==> config.mk <==
export PLATFORM = sky130hd
export DESIGN_NAME = async_hdlc_frame_decoder
export DESIGN_NICKNAME = d
export VERILOG_FILES = /design/src/hw/rtl/ahfd_pkg.sv /design/src/hw/rtl/ahfd_front.sv /design/src/hw/rtl/ahfd_queue.sv /design/src/hw/rtl/ahfd_back.sv /design/src/hw/rtl/async_hdlc_frame_decoder.sv
export SDC_FILE = /design/constraint.sdc
export NUM_CORES = 1
export LEC_CHECK = 0
export BUFFER_PORTS_ARGS = -buffer_cell sky130_fd_sc_hd__buf_2
export CORE_MARGIN = 2
export CORE_UTILIZATION = 55
export CTS_CLUSTER_SIZE = 8
export DETAILED_ROUTE_END_ITERATION = 8
export PLACE_DENSITY = 0.75
export SLEW_MARGIN = 20
export SYNTH_ARGS = -nofsm -noshare
export SYNTH_HDL_FRONTEND = slang
export SYNTH_HIERARCHICAL = 1
export SYNTH_SLANG_ARGS = --single-unit
==> constraint.sdc <==
create_clock -name i_clk -period 7.7 [get_ports i_clk]
set_input_delay 0.385 -clock i_clk [delete_from_list [all_inputs] [get_ports i_clk]]
set_output_delay 0.385 -clock i_clk [all_outputs]
set_load 0.02 [all_outputs]
==> src/hw/rtl/ahfd_pkg.sv <==
package ahfd_pkg;

    // Frame and counter sizing
    localparam int MAX_FRAME_BYTES = 4096;
    localparam int RUNT_LIMIT      = 5;
    localparam int CNT_W           = 13;
    localparam int RAW_W           = 3;
    localparam int QUEUE_DEPTH     = 4;

    typedef logic [CNT_W-1:0] t_cnt;
    typedef logic [RAW_W-1:0] t_raw;

    // Octet codes of the async HDLC framing
    localparam logic [7:0] FLAG_BYTE    = 8'h7e;
    localparam logic [7:0] ESC_BYTE     = 8'h7d;
    localparam logic [7:0] ESC_XOR      = 8'h20;
    localparam logic [7:0] CTRL_LIMIT   = 8'h20;
    localparam logic [7:0] ADDR_BYTE    = 8'hff;
    localparam logic [7:0] CTRL_ESC_ARG = 8'h23;

    // FCS-16, reflected polynomial
    localparam logic [15:0] FCS_INIT   = 16'hffff;
    localparam logic [15:0] FCS_GOOD   = 16'hf0b8;
    localparam logic [15:0] FCS_PREFIX = 16'h3de3;
    localparam logic [15:0] FCS_POLY   = 16'h8408;

    typedef enum logic [1:0] {
        STAT_OK       = 2'd0,
        STAT_BAD_FCS  = 2'd1,
        STAT_OVERFLOW = 2'd2,
        STAT_RUNT     = 2'd3
    } t_status;

    typedef enum logic [1:0] {
        CMD_DATA   = 2'd0,
        CMD_PREFIX = 2'd1,
        CMD_CLOSE  = 2'd2
    } t_cmd_kind;

    typedef enum logic [2:0] {
        ST_HUNT,
        ST_START,
        ST_GOT_FF,
        ST_GOT_7D,
        ST_BODY
    } t_front_state;

    // Work handed from the front to the back
    typedef struct packed {
        t_cmd_kind  kind;
        logic       hold_ff;
        logic       byte_vld;
        logic       runt;
        logic [7:0] data;
    } t_cmd;

    // One result beat
    typedef struct packed {
        logic       is_status;
        logic [7:0] data;
        t_status    status;
        t_cnt       length;
        logic       last;
    } t_result;

    function automatic logic [15:0] fcs_update(input logic [15:0] fcs, input logic [7:0] b);
        logic [15:0] x;
        x = fcs ^ {8'h00, b};
        for (int i = 0; i < 8; i++) begin
            x = x[0] ? ((x >> 1) ^ FCS_POLY) : (x >> 1);
        end
        return x;
    endfunction

endpackage

==> src/hw/rtl/ahfd_front.sv <==
module ahfd_front (
    input  logic          i_clk,
    input  logic          i_rst_n,
    input  logic          i_valid,
    output logic          o_ready,
    input  logic [7:0]    i_data,
    input  logic          i_full,
    output logic          o_push,
    output ahfd_pkg::t_cmd o_cmd
);
    import ahfd_pkg::*;

    t_front_state r_state, n_state;
    logic         r_esc, n_esc;
    t_raw         r_raw, n_raw;

    logic       accept;
    logic       do_proc;
    logic       esc_in;
    t_cmd       cmd;

    assign o_ready = !i_full;
    assign accept  = i_valid && !i_full;

    // Hold framing state
    always_ff @(posedge i_clk) begin
        if (!i_rst_n) begin
            r_state <= ST_HUNT;
            r_esc   <= 1'b0;
            r_raw   <= '0;
        end else begin
            r_state <= n_state;
            r_esc   <= n_esc;
            r_raw   <= n_raw;
        end
    end

    // Classify the octet: flag, prefix, escape, control or data
    always_comb begin
        n_state      = r_state;
        n_esc        = r_esc;
        n_raw        = r_raw;
        do_proc      = 1'b0;
        esc_in       = r_esc;
        cmd          = '0;
        cmd.kind     = CMD_DATA;
        o_push       = 1'b0;
        if (accept) begin
            if (r_state == ST_HUNT) begin
                if (i_data == FLAG_BYTE) begin
                    n_state = ST_START;
                    n_esc   = 1'b0;
                    n_raw   = '0;
                end
            end else if (i_data == FLAG_BYTE) begin
                // closing flag also opens the next frame
                cmd.kind    = CMD_CLOSE;
                cmd.hold_ff = (r_state == ST_GOT_FF) || (r_state == ST_GOT_7D);
                cmd.runt    = (r_raw < t_raw'(RUNT_LIMIT));
                o_push      = 1'b1;
                n_state     = ST_START;
                n_esc       = 1'b0;
                n_raw       = '0;
            end else begin
                if (r_raw < t_raw'(RUNT_LIMIT)) begin
                    n_raw = r_raw + 1'b1;
                end
                unique case (r_state)
                    ST_START: begin
                        if (i_data == ADDR_BYTE) begin
                            n_state = ST_GOT_FF;
                        end else begin
                            n_state = ST_BODY;
                            do_proc = 1'b1;
                        end
                    end
                    ST_GOT_FF: begin
                        if (i_data == ESC_BYTE) begin
                            n_state = ST_GOT_7D;
                        end else begin
                            n_state     = ST_BODY;
                            cmd.hold_ff = 1'b1;
                            esc_in      = 1'b0;
                            do_proc     = 1'b1;
                        end
                    end
                    ST_GOT_7D: begin
                        n_state = ST_BODY;
                        if (i_data == CTRL_ESC_ARG) begin
                            cmd.kind = CMD_PREFIX;
                            o_push   = 1'b1;
                        end else begin
                            // held ff and 7d are decoded ahead of this octet
                            cmd.hold_ff = 1'b1;
                            esc_in      = 1'b1;
                            n_esc       = 1'b1;
                            do_proc     = 1'b1;
                        end
                    end
                    default: begin
                        do_proc = 1'b1;
                    end
                endcase
                if (do_proc) begin
                    if (i_data < CTRL_LIMIT) begin
                        n_esc = esc_in;
                    end else if (i_data == ESC_BYTE) begin
                        n_esc = 1'b1;
                    end else begin
                        n_esc        = 1'b0;
                        cmd.byte_vld = 1'b1;
                        cmd.data     = esc_in ? (i_data ^ ESC_XOR) : i_data;
                    end
                    o_push = cmd.hold_ff || cmd.byte_vld;
                end
            end
        end
        o_cmd = cmd;
    end

endmodule

==> src/hw/rtl/ahfd_queue.sv <==
module ahfd_queue #(
    parameter int DEPTH = ahfd_pkg::QUEUE_DEPTH
) (
    input  logic           i_clk,
    input  logic           i_rst_n,
    input  logic           i_push,
    input  ahfd_pkg::t_cmd i_cmd,
    output logic           o_full,
    input  logic           i_pop,
    output logic           o_vld,
    output ahfd_pkg::t_cmd o_cmd
);
    import ahfd_pkg::*;

    localparam int PTR_W  = (DEPTH > 1) ? $clog2(DEPTH) : 1;
    localparam int QCNT_W = $clog2(DEPTH + 1);

    t_cmd              r_mem [DEPTH];
    logic [PTR_W-1:0]  r_wr_ptr, r_rd_ptr;
    logic [QCNT_W-1:0] r_count;
    logic              do_push, do_pop;

    assign o_full  = (r_count == QCNT_W'(DEPTH));
    assign o_vld   = (r_count != '0);
    assign o_cmd   = r_mem[r_rd_ptr];
    assign do_push = i_push && !o_full;
    assign do_pop  = i_pop && o_vld;

    // Advance pointers and count
    always_ff @(posedge i_clk) begin
        if (!i_rst_n) begin
            r_wr_ptr <= '0;
            r_rd_ptr <= '0;
            r_count  <= '0;
        end else begin
            if (do_push) begin
                r_wr_ptr <= (r_wr_ptr == PTR_W'(DEPTH - 1)) ? '0 : r_wr_ptr + 1'b1;
            end
            if (do_pop) begin
                r_rd_ptr <= (r_rd_ptr == PTR_W'(DEPTH - 1)) ? '0 : r_rd_ptr + 1'b1;
            end
            if (do_push && !do_pop) begin
                r_count <= r_count + 1'b1;
            end else if (do_pop && !do_push) begin
                r_count <= r_count - 1'b1;
            end
        end
    end

    // Store entries
    always_ff @(posedge i_clk) begin
        if (do_push) begin
            r_mem[r_wr_ptr] <= i_cmd;
        end
    end

endmodule

==> src/hw/rtl/ahfd_back.sv <==
module ahfd_back (
    input  logic                    i_clk,
    input  logic                    i_rst_n,
    input  logic                    i_cfg_valid,
    output logic                    o_cfg_ready,
    input  logic [ahfd_pkg::CNT_W-1:0] i_cfg_data,
    input  logic                    i_cmd_vld,
    input  ahfd_pkg::t_cmd          i_cmd,
    output logic                    o_pop,
    output logic                    o_out_vld,
    input  logic                    i_out_ready,
    output ahfd_pkg::t_result       o_res
);
    import ahfd_pkg::*;

    t_cnt        r_max_decoded;
    t_cnt        r_cnt, n_cnt;
    logic [15:0] r_fcs, n_fcs;
    logic        r_ovf, n_ovf;
    logic        r_phase, n_phase;
    logic        r_out_vld, n_out_vld;
    t_result     r_out, n_out;

    t_cnt        limit;
    logic        room_now, room_next, adv, more;

    assign o_cfg_ready = 1'b1;
    assign o_out_vld   = r_out_vld;
    assign o_res       = r_out;

    // Hold the limit register
    always_ff @(posedge i_clk) begin
        if (!i_rst_n) begin
            r_max_decoded <= t_cnt'(MAX_FRAME_BYTES);
        end else if (i_cfg_valid) begin
            r_max_decoded <= i_cfg_data;
        end
    end

    // Hold frame accumulators and the output beat
    always_ff @(posedge i_clk) begin
        if (!i_rst_n) begin
            r_cnt     <= '0;
            r_fcs     <= FCS_INIT;
            r_ovf     <= 1'b0;
            r_phase   <= 1'b0;
            r_out_vld <= 1'b0;
        end else begin
            r_cnt     <= n_cnt;
            r_fcs     <= n_fcs;
            r_ovf     <= n_ovf;
            r_phase   <= n_phase;
            r_out_vld <= n_out_vld;
        end
    end

    always_ff @(posedge i_clk) begin
        r_out <= n_out;
    end

    // Decode one step per cycle while the output can advance: held ff first, then the octet or the status
    always_comb begin
        limit     = (int'(r_max_decoded) > MAX_FRAME_BYTES) ?
                    t_cnt'(MAX_FRAME_BYTES) : r_max_decoded;
        room_now  = !r_ovf && (r_cnt < limit);
        room_next = ({1'b0, r_cnt} + 14'd1) < {1'b0, limit};
        adv       = !r_out_vld || i_out_ready;
        more      = 1'b0;
        n_cnt     = r_cnt;
        n_fcs     = r_fcs;
        n_ovf     = r_ovf;
        n_phase   = r_phase;
        n_out_vld = adv ? 1'b0 : r_out_vld;
        n_out     = r_out;
        o_pop     = 1'b0;
        if (i_cmd_vld && adv) begin
            if (i_cmd.hold_ff && !r_phase) begin
                more = (i_cmd.kind == CMD_CLOSE) ||
                       (i_cmd.byte_vld && room_now && room_next);
                if (room_now) begin
                    n_out_vld       = 1'b1;
                    n_out           = '0;
                    n_out.data      = ADDR_BYTE;
                    n_out.status    = STAT_OK;
                    n_out.last      = !more;
                    n_cnt           = r_cnt + 1'b1;
                    n_fcs           = fcs_update(r_fcs, ADDR_BYTE);
                end else begin
                    n_ovf = 1'b1;
                end
                // the following octet would not fit either
                if (i_cmd.byte_vld && !(room_now && room_next)) begin
                    n_ovf = 1'b1;
                end
                if (more) begin
                    n_phase = 1'b1;
                end else begin
                    o_pop = 1'b1;
                end
            end else begin
                o_pop   = 1'b1;
                n_phase = 1'b0;
                unique case (i_cmd.kind)
                    CMD_DATA: begin
                        if (room_now) begin
                            n_out_vld    = 1'b1;
                            n_out        = '0;
                            n_out.data   = i_cmd.data;
                            n_out.status = STAT_OK;
                            n_out.last   = 1'b1;
                            n_cnt        = r_cnt + 1'b1;
                            n_fcs        = fcs_update(r_fcs, i_cmd.data);
                        end else begin
                            n_ovf = 1'b1;
                        end
                    end
                    CMD_PREFIX: begin
                        n_fcs = FCS_PREFIX;
                    end
                    CMD_CLOSE: begin
                        n_out_vld       = 1'b1;
                        n_out           = '0;
                        n_out.is_status = 1'b1;
                        n_out.last      = 1'b1;
                        n_out.length    = (r_cnt >= t_cnt'(2)) ? r_cnt - t_cnt'(2) : '0;
                        if (i_cmd.runt) begin
                            n_out.status = STAT_RUNT;
                        end else if (r_ovf) begin
                            n_out.status = STAT_OVERFLOW;
                        end else if (r_fcs != FCS_GOOD) begin
                            n_out.status = STAT_BAD_FCS;
                        end else begin
                            n_out.status = STAT_OK;
                        end
                        n_cnt = '0;
                        n_fcs = FCS_INIT;
                        n_ovf = 1'b0;
                    end
                    default: begin
                        n_ovf = r_ovf;
                    end
                endcase
            end
        end
    end

endmodule

==> src/hw/rtl/async_hdlc_frame_decoder.sv <==
// Async HDLC deframer with FCS-16 check.
// Input stream s_axis: one raw received octet per beat in tdata[7:0].
// Output stream m_axis: tuser = 1 marks an end-of-frame status beat, 0 a
// decoded data octet (the two FCS octets included). tlast marks the final
// beat produced by one input octet. A leading ff 7d 23 prefix is checked
// but not passed on.
// Config channel i_cfg_*: limit of decoded octets per frame, always ready;
// write it only while the block is idle.
// Path: an input beat is registered in the command queue, then the back end
// registers its result in the output register.
// Throughput: one input beat per cycle while the command queue has room. An
// octet that yields two results (a broken prefix, or a flag closing a frame with
// the ff still held) holds the back end for both; the four-entry command queue absorbs this.
// Reset: waits for a first flag, limit back to 4096, no beat pending.
// A stall on m_axis holds the output beat; the queue fills and then
// s_axis_tready drops until the receiver takes beats again.
module async_hdlc_frame_decoder #(
    parameter int QUEUE_DEPTH = ahfd_pkg::QUEUE_DEPTH
) (
    input  logic                       i_clk,
    input  logic                       i_rst_n,
    input  logic                       s_axis_tvalid,
    output logic                       s_axis_tready,
    input  logic [7:0]                 s_axis_tdata,  // [7:0] rx_byte
    output logic                       m_axis_tvalid,
    input  logic                       m_axis_tready,
    output logic [23:0]                m_axis_tdata,  // [7:0] data_byte, [9:8] frame_status,
                                                      // [22:10] payload_length, [23] zero
    output logic                       m_axis_tuser,  // [0] is_status
    output logic                       m_axis_tlast,
    input  logic                       i_cfg_valid,
    output logic                       o_cfg_ready,
    input  logic [ahfd_pkg::CNT_W-1:0] i_cfg_data
);
    import ahfd_pkg::*;

    logic    push, full, pop, q_vld;
    t_cmd    push_cmd, q_cmd;
    t_result res;

    ahfd_front u_front (
        .i_clk   (i_clk),
        .i_rst_n (i_rst_n),
        .i_valid (s_axis_tvalid),
        .o_ready (s_axis_tready),
        .i_data  (s_axis_tdata),
        .i_full  (full),
        .o_push  (push),
        .o_cmd   (push_cmd)
    );

    ahfd_queue #(
        .DEPTH (QUEUE_DEPTH)
    ) u_queue (
        .i_clk   (i_clk),
        .i_rst_n (i_rst_n),
        .i_push  (push),
        .i_cmd   (push_cmd),
        .o_full  (full),
        .i_pop   (pop),
        .o_vld   (q_vld),
        .o_cmd   (q_cmd)
    );

    ahfd_back u_back (
        .i_clk       (i_clk),
        .i_rst_n     (i_rst_n),
        .i_cfg_valid (i_cfg_valid),
        .o_cfg_ready (o_cfg_ready),
        .i_cfg_data  (i_cfg_data),
        .i_cmd_vld   (q_vld),
        .i_cmd       (q_cmd),
        .o_pop       (pop),
        .o_out_vld   (m_axis_tvalid),
        .i_out_ready (m_axis_tready),
        .o_res       (res)
    );

    // Pack the result beat
    assign m_axis_tdata = {1'b0, res.length, res.status, res.data};
    assign m_axis_tuser = res.is_status;
    assign m_axis_tlast = res.last;

endmodule

======== Yosys cells after proc, flatten, opt, wreduce, memory -nomap -nowiden ========
Memory sizes are Yosys's and may differ from the RTL's. A register that Yosys moved wholly into a read port is not among the register bits.
Index checks and enable logic that the tools add are counted.
Widths: inputs -> output; s select.
word-level totals
  memories ................................ 1
  logic and storage cells ................. 220
  memory bits (writable) .................. 52
  output and inout bits ................... 29
  input port bits ......................... 26
  register bits ........................... 84
memories
  memory         depth  width  rd ports  clocked after Yosys merged registers in  write ports  line              RTL
  u_queue.r_mem  4      13     1         1                                        1            ahfd_queue.sv:18  t_cmd r_mem [DEPTH];
cells by class
  equality and inequality tests ........... 17
  reduce and logical (&&, ||, !) cells .... 40
  muxes and demuxes ....................... 112
  $lt $le $gt $ge ......................... 6
  bitwise operators ....................... 19
  add/subtract/negate cells ............... 8
operator list
  kind                   number
  $mux 16                19
  $mux 13                6
  $mux 25                3
  $mux 1                 52
  $pmux 25 s2            1
  $not 2->3              16
  $pmux 16 s3            1
  $mux 3                 12
  $mux 8                 4
  $pmux 13 s2            1
  $eq 8x7->1 const B     2
  $ne 16x16->1 const B   1
  $xor 16x8->16          1
  $add 13x1->14 const B  1
  $lt 14x13->1           1
  $add 13x1->13 const B  1
  $ge 13x2->1 const B    1
  $gt 13x13->1 const B   1
  $lt 13x13->1           1
  $sub 13x2->13 const B  1
  $logic_and 1x1->1      12
  $mux 2                 6
  $pmux 3 s3             1
  $reduce_and 3->1       3
  other kinds (28)       54

======== Depth between registers and ports, before layout ========
Gate-level depths: netlist (run 1).
  depth after elaboration ................. 20
  mapped depth ............................ 19
  mapped depth without buffers ............ 19

======== Modules after synthesis ========
Netlist (run 1), hierarchy kept.
by module, submodules not included
  module                    sequential area each (µm²)  cells an instance  instances  area an instance (µm²)
  ahfd_back                 1,651.6                     478                1          4,281.6
  ahfd_queue                1,741.7                     118                1          2,399.8
  ahfd_front                140.1                       109                1          814.5
  async_hdlc_frame_decoder  0.0                         2                  1          11.3

======== Worst setup path after synthesis (run 1) ========
Ideal clock, no wire load.
  path kind ............................... register -> register
  from .................................... reg u_back.r_cnt[1]
  to ...................................... reg u_queue.r_count[2]
  setup slack ............................. 3,361 ps
  path buffers ............................ 0
  required time ........................... 7,624 ps
  stages on the path, launching flop included .. 20
  arrival time ............................ 4,263 ps
  period minus slack after synthesis ...... 4,339 ps
  library setup time ...................... 76 ps
  path through ............................ dfxtp_1 ha_1 and3_1 nand3_1 or2_2 xnor2_1 ha_1 a21o_1 a21oi_1 a21oi_1 or4_1 nor3b_1 a31oi_1 o31ai_1 ha_1 inv_1 fa_1 xor2_1 or3_1 a21boi_0
on the way
  cells in the longest elaborated chain, start to end .. 12
  elaborated cells on any way between the ends .. 16
  those cells by class .................... 1 x add/sub; 2 x order compare; 4 x mux; 9 x reduce/logical
ends and longest elaborated chain
  what                                                                   line                            RTL
  start, declared                                                        ahfd_back.sv:17                 t_cnt r_cnt, n_cnt;
  start signal, assigned                                                 ahfd_back.sv:49                 r_cnt <= n_cnt;
  parallel branches: the longest is 3 deep, another holds $add 13x1->14  --
  $logic_and 1x1->1 *                                                    ahfd_back.sv:79                 (i_cmd.byte_vld && room_now && room_next);
  $logic_or 1x1->1 *                                                     ahfd_back.sv:78                 more = (i_cmd.kind == CMD_CLOSE) ||
  $mux 1 *                                                               ahfd_back.sv:95                 if (more) begin
  $mux 1 *                                                               ahfd_back.sv:77                 if (i_cmd.hold_ff && !r_phase) begin
  $mux 1 *                                                               ahfd_back.sv:76                 if (i_cmd_vld && adv) begin
  named net pop                                                          async_hdlc_frame_decoder.sv:37  logic push, full, pop, q_vld;
  $logic_and 1x1->1 *                                                    ahfd_queue.sv:27                assign do_pop = i_pop && o_vld;
  $logic_not 1->1                                                        ahfd_queue.sv:42                if (do_push && !do_pop) begin
  $logic_and 1x1->1                                                      ahfd_queue.sv:42
  $mux 3 or $reduce_bool 2->1 (tied branches)                            --
  end signal, assigned                                                   ahfd_queue.sv:43                r_count <= r_count + 1'b1;
  end signal, assigned                                                   ahfd_queue.sv:45                r_count <= r_count - 1'b1;
  end, declared                                                          ahfd_queue.sv:20                logic [QCNT_W-1:0] r_count;
Mark *: on every way through the listed nets, which the timed path passes.
A chain may end at the register's enable or synchronous reset.

======== Worst setup path in the final report (run 1) ========
Same ends and word-level chain as after synthesis.

==> flow_metrics.py, run 1 <==
metrics = {
    "sta": {
        "rsz0062_at_grt": "false",
        "relSlewSlack_pct": 27.25,
        "worst_pin_slew_ns": 1.078,
        "fmax_mhz": 201.5,
        "fin_skew_ns": 0.01477,
        "fin_hold_ws_ns": 0.1842,
        "timing.setup.tns_ns": 0,
        "period_minus_slack_ns": 4.962,
        "fin_crit_sh_pct": 64.45,
        "hold_viol": 0,
        "final-setup-viol-count": 0,
        "drv_slew": 0,
    },
    "synth": {
        "synth_nets": 771,
        "synthCells": 707,
        "yosysMostFrequentCell": "edfxtp_1",
        "ys_dominant_reg_cell": "edfxtp_1",
        "synth_top_cells_by_count": "edfxtp_1 (77), nand2_1 (72), dfxtp_1 (61)",
        "synthMuxAreaShare_pct": 7.500,
        "yosysSeqAreaShare_pct": 47.07,
        "yosys.area_share.simple_pct": 17.18,
        "synth_fa_ha_area_share_pct": 6.433,
        "avgSynthCellArea_um2": 10.62,
        "synth.top_cell.area_share_pct": 30.80,
        "synth_edf_count": 77,
        "synth_top_family_by_area": "simple AND/OR/NAND/NOR gates",
        "yosys.area.top_type": "edfxtp_1",
        "synth_cell_types": 82,
        "netlist_area_mm2": 0.007507,
        "synth_xor_area_share_pct": 4.883,
        "synth-compound-area-share_pct": 13.18,
        "ys_warn_count": 6,
        "synth_seq_cells": 138,
        "async_flop_share_pct": 0,
        "ys_top_cells_by_area": "edfxtp_1 (31%), dfxtp_1 (16%), ha_1 (6.2%), mux4_1 (4.6%), nand2_1 (3.6%)",
    },
    "detailed_routing": {
        "vias_per_cell": 5.859,
        "vias": 5472,
        "drtAntennaViolNets": 0,
        "drt_wl_total_mm": 15.80,
        "drtIter0Drc": 380,
        "wl_per_cell_um": 16.91,
        "drt_pass1_iterations": 6,
        "drc": 0,
    },
    "run": {
        "drv_cap": 0,
    },
    "power_and_ir_drop": {
        "power_density_mw_per_mm2": 195.5,
        "pwr-share-comb_pct": 3.0,
        "p_seq_share_pct": 47.1,
        "netSwitchingFraction_pct": 20.17,
        "internal_power_uw": 1320,
        "p_leak_uw": 0.003485,
        "clockPowerShare_pct": 49.9,
        "peakVddDrop_uv": 136.1,
        "switchingPower_uw": 333.6,
    },
    "clock_network": {
        "ctsResizeCount": 0,
        "tritoncts": "built",
        "clock-sinks": 138,
        "path_clk_slew_ns": 0.06,
        "post-cts-setup-buffer-count": 0,
        "numCtsBuffers": 17,
        "htreeDepth": 4,
        "clockBufferDepth": 2,
        "cts_hold_buf": 0,
        "cts_root_buf": "clkbuf_16",
        "worst_skew_pair.late_latency_ns": 0.43,
    },
    "layout": {
        "nets": 809,
        "final.fill_count": 1005,
        "diodes": 0,
        "final_layout_size_suffix_gt1_share_pct": 14.78,
        "syn2layout_area_growth_pct": 12.70,
    },
    "floorplanning": {
        "coreArea_mm2": 0.01330,
        "rows": 42,
        "io_pins": 55,
        "fp.dieH_um": 120.8,
        "initial_core_util_pct": 56.47,
        "die_x_um": 120.8,
        "die_area_mm2": 0.01460,
    },
    "worst_hold_path": {
        "whs_path_depth": 3,
        "min-delay-start": "i_cfg_data[12]",
        "hold_path.class": "input pin to flip-flop",
        "min_to": "u_back/r_max_decoded[12]",
    },
    "worst_setup_path": {
        "reg2reg_depth": 19,
        "r2r_end": "u_queue/r_count[2]",
        "rrSetupSlack_ns": 2.74,
        "worst_setup_path_start_kind": "flip-flop",
        "critical_path_required_ns": 8.05,
        "cp_max_fo": 9,
        "cp-end-kind": "flip-flop",
        "arrival_ns": 5.31,
        "critPathKind": "flip-flop to flip-flop",
        "r2r_start": "u_back/r_cnt[1]",
    },
    "grt": {
        "top_usage_layer": "met2",
        "grt_max_degree": 40,
        "grtUsageMet2_pct": 38.17,
        "grt-ovfl-total": 0,
        "antenna_found_initial": 0,
        "track_usage_pct": 23.16,
        "met3_usage_pct": 4.670,
        "gr-usage-met1_pct": 28.59,
        "grt_pass1_vias": 5445,
        "grt_pass1_wl_mm": 26.17,
    },
    "place": {
        "port-buffer-count": 52,
        "place.gp.congestion": 0.9511,
        "dpl.hpwl_mm": 11.57,
    },
    "run_status": {
        "status": "completed",
    },
}
[sequential cells by signal, indices dropped and copies added (netlist names), 2 cells and up, named ones only]
signal,cells
u_queue/r_mem,52
u_back/o_res,25
u_back/r_fcs,16
u_back/r_cnt,13
u_back/r_max_decoded,13
u_front/r_raw,3
u_front/r_state,3
u_queue/r_count,3
u_queue/r_rd_ptr,2
u_queue/r_wr_ptr,2
[stage by stage]
step	util, %	cell area, µm²	setup WS (ns)	cells	total power [µW]
floorplan	-	7507	3.361	707	826.0
global placement	58.95	7838	2.994	902	841.8
detailed placement	58.95	7838	2.842	902	843.5
CTS	63.64	8461	2.785	934	1668
global route	63.64	8461	2.444	934	1707
finish	63.64	8461	2.738	934	1654
[final cells by class]
cell class              count  area, µm²  share of cell area, %
multi-input cells         508       3704                  43.77
clock inverters             8      77.57                 0.9169
flip-flops and latches    138       3533                  41.76
repair buffers             56      290.3                  3.431
inverters                  24      90.09                  1.065
well taps                 176      220.2                  2.603
clock buffers              24      545.5                  6.448
[power by group through the flow]
stage,Sequential [µW],Combinational (µW),Clock [µW]
final,778,50.2,825
after detailed placement,794,49.9,0
after CTS,778,50.1,840
after floorplan,793,33.3,0
after global placement,794,48.2,0
after global routing,778,55.5,873
[critical path, stage by stage (launching register included)]
cell,delay [ns]
dfxtp_1,0.52
ha_1,0.28
and3_1,0.19
nand3_1,0.14
or2_2,0.36
xnor2_1,0.13
ha_1,0.35
a21o_1,0.17
a21oi_1,0.15
a21oi_1,0.08
or4_1,0.40
nor3b_1,0.43
a31oi_1,0.15
o31ai_1,0.18
ha_1,0.29
inv_1,0.07
fa_1,0.37
xor2_1,0.16
or3_1,0.30
a21boi_0,0.17
[routing by layer]
metal / part of all wire [%] / wire length [µm]
met3: 4.5 / 712
met5: 0 / 0
met2: 48 / 7634
met4: 2.6 / 406
met1: 45 / 7045
[logic make-up after synthesis]
| logic type | count (synthesis) |
|---|---|
| XOR/XNOR | 41 |
| other | 2 |
| AO/OA/AOI/OAI | 148 |
| multiplexers | 35 |
| adder cells (fa/ha/maj) | 38 |
| AND/OR/NAND/NOR | 244 |
| buffers and inverters | 61 |
| flip-flops | 138 |
[worst max path at each step]
| stage | start | endpoint | slack, ns |
|---|---|---|---|
| finish | u_back/r_cnt[1] | u_queue/r_count[2] | 2.74 |
| detailed placement | u_back/r_cnt[1] | u_queue/r_count[2] | 2.84 |
| floorplan | u_back/r_cnt[1] | u_queue/r_count[2] | 3.36 |
| global placement | u_back/r_cnt[1] | u_queue/r_count[2] | 2.99 |
| CTS | u_back/r_cnt[1] | u_queue/r_count[2] | 2.79 |
| global route | u_back/r_cnt[1] | u_queue/r_count[2] | 2.44 |
[layout by cell type, fill, tap and decap left out, types with 15 or more instances in the layout]
| cell type | n |
|---|---|
| edfxtp_1 | 77 |
| nand2_1 | 72 |
| dfxtp_1 | 61 |
| nor2_1 | 58 |
| buf_2 | 52 |
| o21ai_0 | 38 |
| ha_1 | 37 |
| a21oi_1 | 31 |
| xnor2_1 | 26 |
| inv_1 | 23 |
| mux2i_1 | 21 |
| clkbuf_16 | 20 |
| and2_1 | 15 |
Note: power is estimated with default switching activity, not from simulation.
==> run 2: changes to the inputs <==
--- a/config.mk
+++ b/config.mk
@@ -5,6 +5,7 @@
 export SDC_FILE = /design/constraint.sdc
 export NUM_CORES = 1
 export LEC_CHECK = 0
+export ABC_AREA = 1
 export BUFFER_PORTS_ARGS = -buffer_cell sky130_fd_sc_hd__buf_2
 export CORE_MARGIN = 2
 export CORE_UTILIZATION = 55
==> constraint.sdc (replaced) <==
create_clock -name i_clk -period 4.66 [get_ports i_clk]
set_input_delay 0.233 -clock i_clk [delete_from_list [all_inputs] [get_ports i_clk]]
set_output_delay 0.233 -clock i_clk [all_outputs]
set_load 0.02 [all_outputs]
==> flow_metrics.py, run 2 <==
metrics = {
    "floorplanning": {
        "io_pins": 55,
        "fp.dieH_um": 123.5,
        "coreArea_mm2": 0.01393,
        "die_area_mm2": 0.01524,
        "initial_core_util_pct": 56.33,
        "die_x_um": 123.5,
        "rows": 43,
    },
    "worst_hold_path": {
        "hold_path.class": "input pin to flip-flop",
        "whs_path_depth": 3,
        "min_to": "u_back/r_max_decoded[1]",
        "min-delay-start": "i_cfg_data[1]",
    },
    "layout": {
        "syn2layout_area_growth_pct": 11.14,
        "instances_no_fill": 1160,
        "largest_register_ffs": 52,
        "regMostFlops": "u_queue/r_mem",
        "multiInputGateArea_mm2": 0.003716,
        "final_layout_size_suffix_gt1_share_pct": 16.43,
        "regArea_mm2": 0.003533,
        "final_common_cell": "nand2_1",
        "nets": 1031,
        "final_cell_mix": "nand2_1 (148), nor2_1 (136), inv_1 (88)",
        "final.fill_count": 1194,
        "diodes": 0,
    },
    "sta": {
        "rsz0062_at_grt": "false",
        "period_minus_slack_ns": 3.792,
        "fmax_mhz": 263.7,
        "fin_crit_sh_pct": 81.37,
        "hold_viol": 0,
        "relSlewSlack_pct": 52.43,
        "drv_slew": 0,
        "fin_skew_ns": 0.008082,
        "worst_pin_slew_ns": 0.7135,
        "timing.setup.tns_ns": 0,
        "final-setup-viol-count": 0,
    },
    "power_and_ir_drop": {
        "peakVddDrop_uv": 234.6,
        "power_density_mw_per_mm2": 416.3,
        "p_leak_uw": 0.003847,
    },
    "worst_setup_path": {
        "rrSetupSlack_ns": 0.87,
        "crit_slowest_cell": "dfxtp_1",
        "reg2reg_depth": 28,
        "critical_path_required_ns": 4.98,
        "critPathTopFamily": "simple AND/OR/NAND/NOR gates",
        "worst_setup_path_start_kind": "flip-flop",
        "critPathKind": "flip-flop to flip-flop",
        "cp_num_buf_inv": 6,
        "cp_slowest_stage_delay_ns": 0.48,
        "cp-end-kind": "flip-flop",
        "r2r_end": "u_queue/r_count[2]",
        "r2r_start": "u_back/r_cnt[1]",
        "cp_max_fo": 8,
        "arrival_ns": 4.12,
    },
    "synth": {
        "ys_warn_count": 6,
        "ys_dominant_reg_cell": "edfxtp_1",
        "yosysMostFrequentCell": "nand2_1",
        "synth_cell_types": 58,
        "yosysSeqAreaShare_pct": 45.02,
        "synthCells": 923,
        "synth.top_cell.area_share_pct": 29.46,
        "synth_nets": 987,
        "netlist_area_mm2": 0.007849,
        "async_flop_share_pct": 0,
        "synth_top_cells_by_count": "nand2_1 (148), nor2_1 (136), inv_1 (88)",
        "yosys.area.top_type": "edfxtp_1",
        "synth_edf_count": 77,
        "ys_top_cells_by_area": "edfxtp_1 (29%), dfxtp_1 (16%), nand2_1 (7.1%), nor2_1 (6.5%), ha_1 (5.9%)",
        "avgSynthCellArea_um2": 8.504,
        "synth_seq_cells": 138,
    },
    "detailed_routing": {
        "drc": 0,
        "drtAntennaViolNets": 0,
        "wl_per_cell_um": 13.92,
        "drt_wl_total_mm": 16.15,
        "drt_pass1_iterations": 6,
        "vias_per_cell": 5.340,
        "vias": 6194,
        "drtIter0Drc": 488,
    },
    "place": {
        "dp_cells": 1128,
        "place.gp.congestion": 0.9027,
        "dpl.hpwl_mm": 11.41,
        "port-buffer-count": 52,
    },
    "grt": {
        "grt_pass1_vias": 5762,
        "grt_max_degree": 42,
        "grt-ovfl-total": 0,
        "track_usage_pct": 22.76,
        "antenna_found_initial": 0,
        "grt_pass1_wl_mm": 27.12,
    },
    "clock_network": {
        "tritoncts": "built",
        "numCtsBuffers": 17,
        "ctsResizeCount": 0,
        "cts_root_buf": "clkbuf_16",
        "post-cts-setup-buffer-count": 0,
        "cts_hold_buf": 0,
        "worst_skew_pair.late_latency_ns": 0.43,
        "path_clk_slew_ns": 0.06,
        "htreeDepth": 4,
        "clock-sinks": 138,
        "clockBufferDepth": 2,
    },
    "run_status": {
        "status": "completed",
    },
    "run": {
        "drv_cap": 0,
    },
}
run 2: per-layer routing:
metal  GRT usage [%]  vias up  wire (µm)
li1                -     3178          -
met1           30.78     2846       7653
met2           36.09      149       7440
met3           5.074       21        803
met4           7.884        0        255
met5               0        -          0
run 2: area by class of cell:
cell class / count / share of cell area [%]
multi-input combinational: 654 / 42.60
clock inverter: 14 / 1.477
clock buffer: 18 / 5.034
sequential: 138 / 40.50
inverter: 98 / 4.303
tap: 180 / 2.582
timing repair buffer: 58 / 3.500
run 2: tightest hold or removal path: stages:
cell	delay [ns]
buf_2	0.08
nor2_1	0.03
nor2_1	0.08
run 2: how the worst max path moves through the flow:
| stage | depth (start not counted) | end | slack [ns] | from |
|---|---|---|---|---|
| 2_1_floorplan | 15 | u_back/o_res[0] | 0.98 | u_back/r_max_decoded[6] |
| 3_3_place_gp | 26 | u_queue/r_count[2] | 1.02 | u_back/r_cnt[2] |
| 3_5_place_dp | 28 | u_queue/r_count[2] | 0.91 | u_back/r_cnt[1] |
| 4_1_cts | 28 | u_queue/r_count[2] | 0.87 | u_back/r_cnt[1] |
| 5_1_grt | 27 | u_queue/r_count[2] | 0.36 | u_back/r_cnt[1] |
| 6_report | 28 | u_queue/r_count[2] | 0.87 | u_back/r_cnt[1] |
run 2: kinds of logic (layout without fill, tap and decap cells):
logic type	count (synthesis)	in the layout	synth area share, %
simple gates	379	379	21.92
xor+xnor	42	42	5.022
fa+ha+maj	38	38	6.153
compound gates	193	193	14.11
flops	138	138	45.02
other cells	2	2	0.09568
buf+inv	131	188	7.683
run 2: metrics by stage:
step	total power [µW]	setup WS (ns)	utilization, %	instance area (µm²)	hold slack (ns)
CTS	3648	0.8689	62.60	8723	0.01724
global route	3837	0.3564	62.60	8723	0.03531
global placement	2355	1.016	58.53	8155	0.4561
finish	3632	0.8680	62.60	8723	0.02808
floorplan	2191	0.9771	-	7849	0.3535
detailed placement	2365	0.9111	58.53	8155	0.4665
run 2: power breakdown:
group	switching, µW	total [µW]	internal [µW]
clock	563	1280	717
combinational	564	868	304
sequential	90.0	1480	1390
total	1220	3630	2410
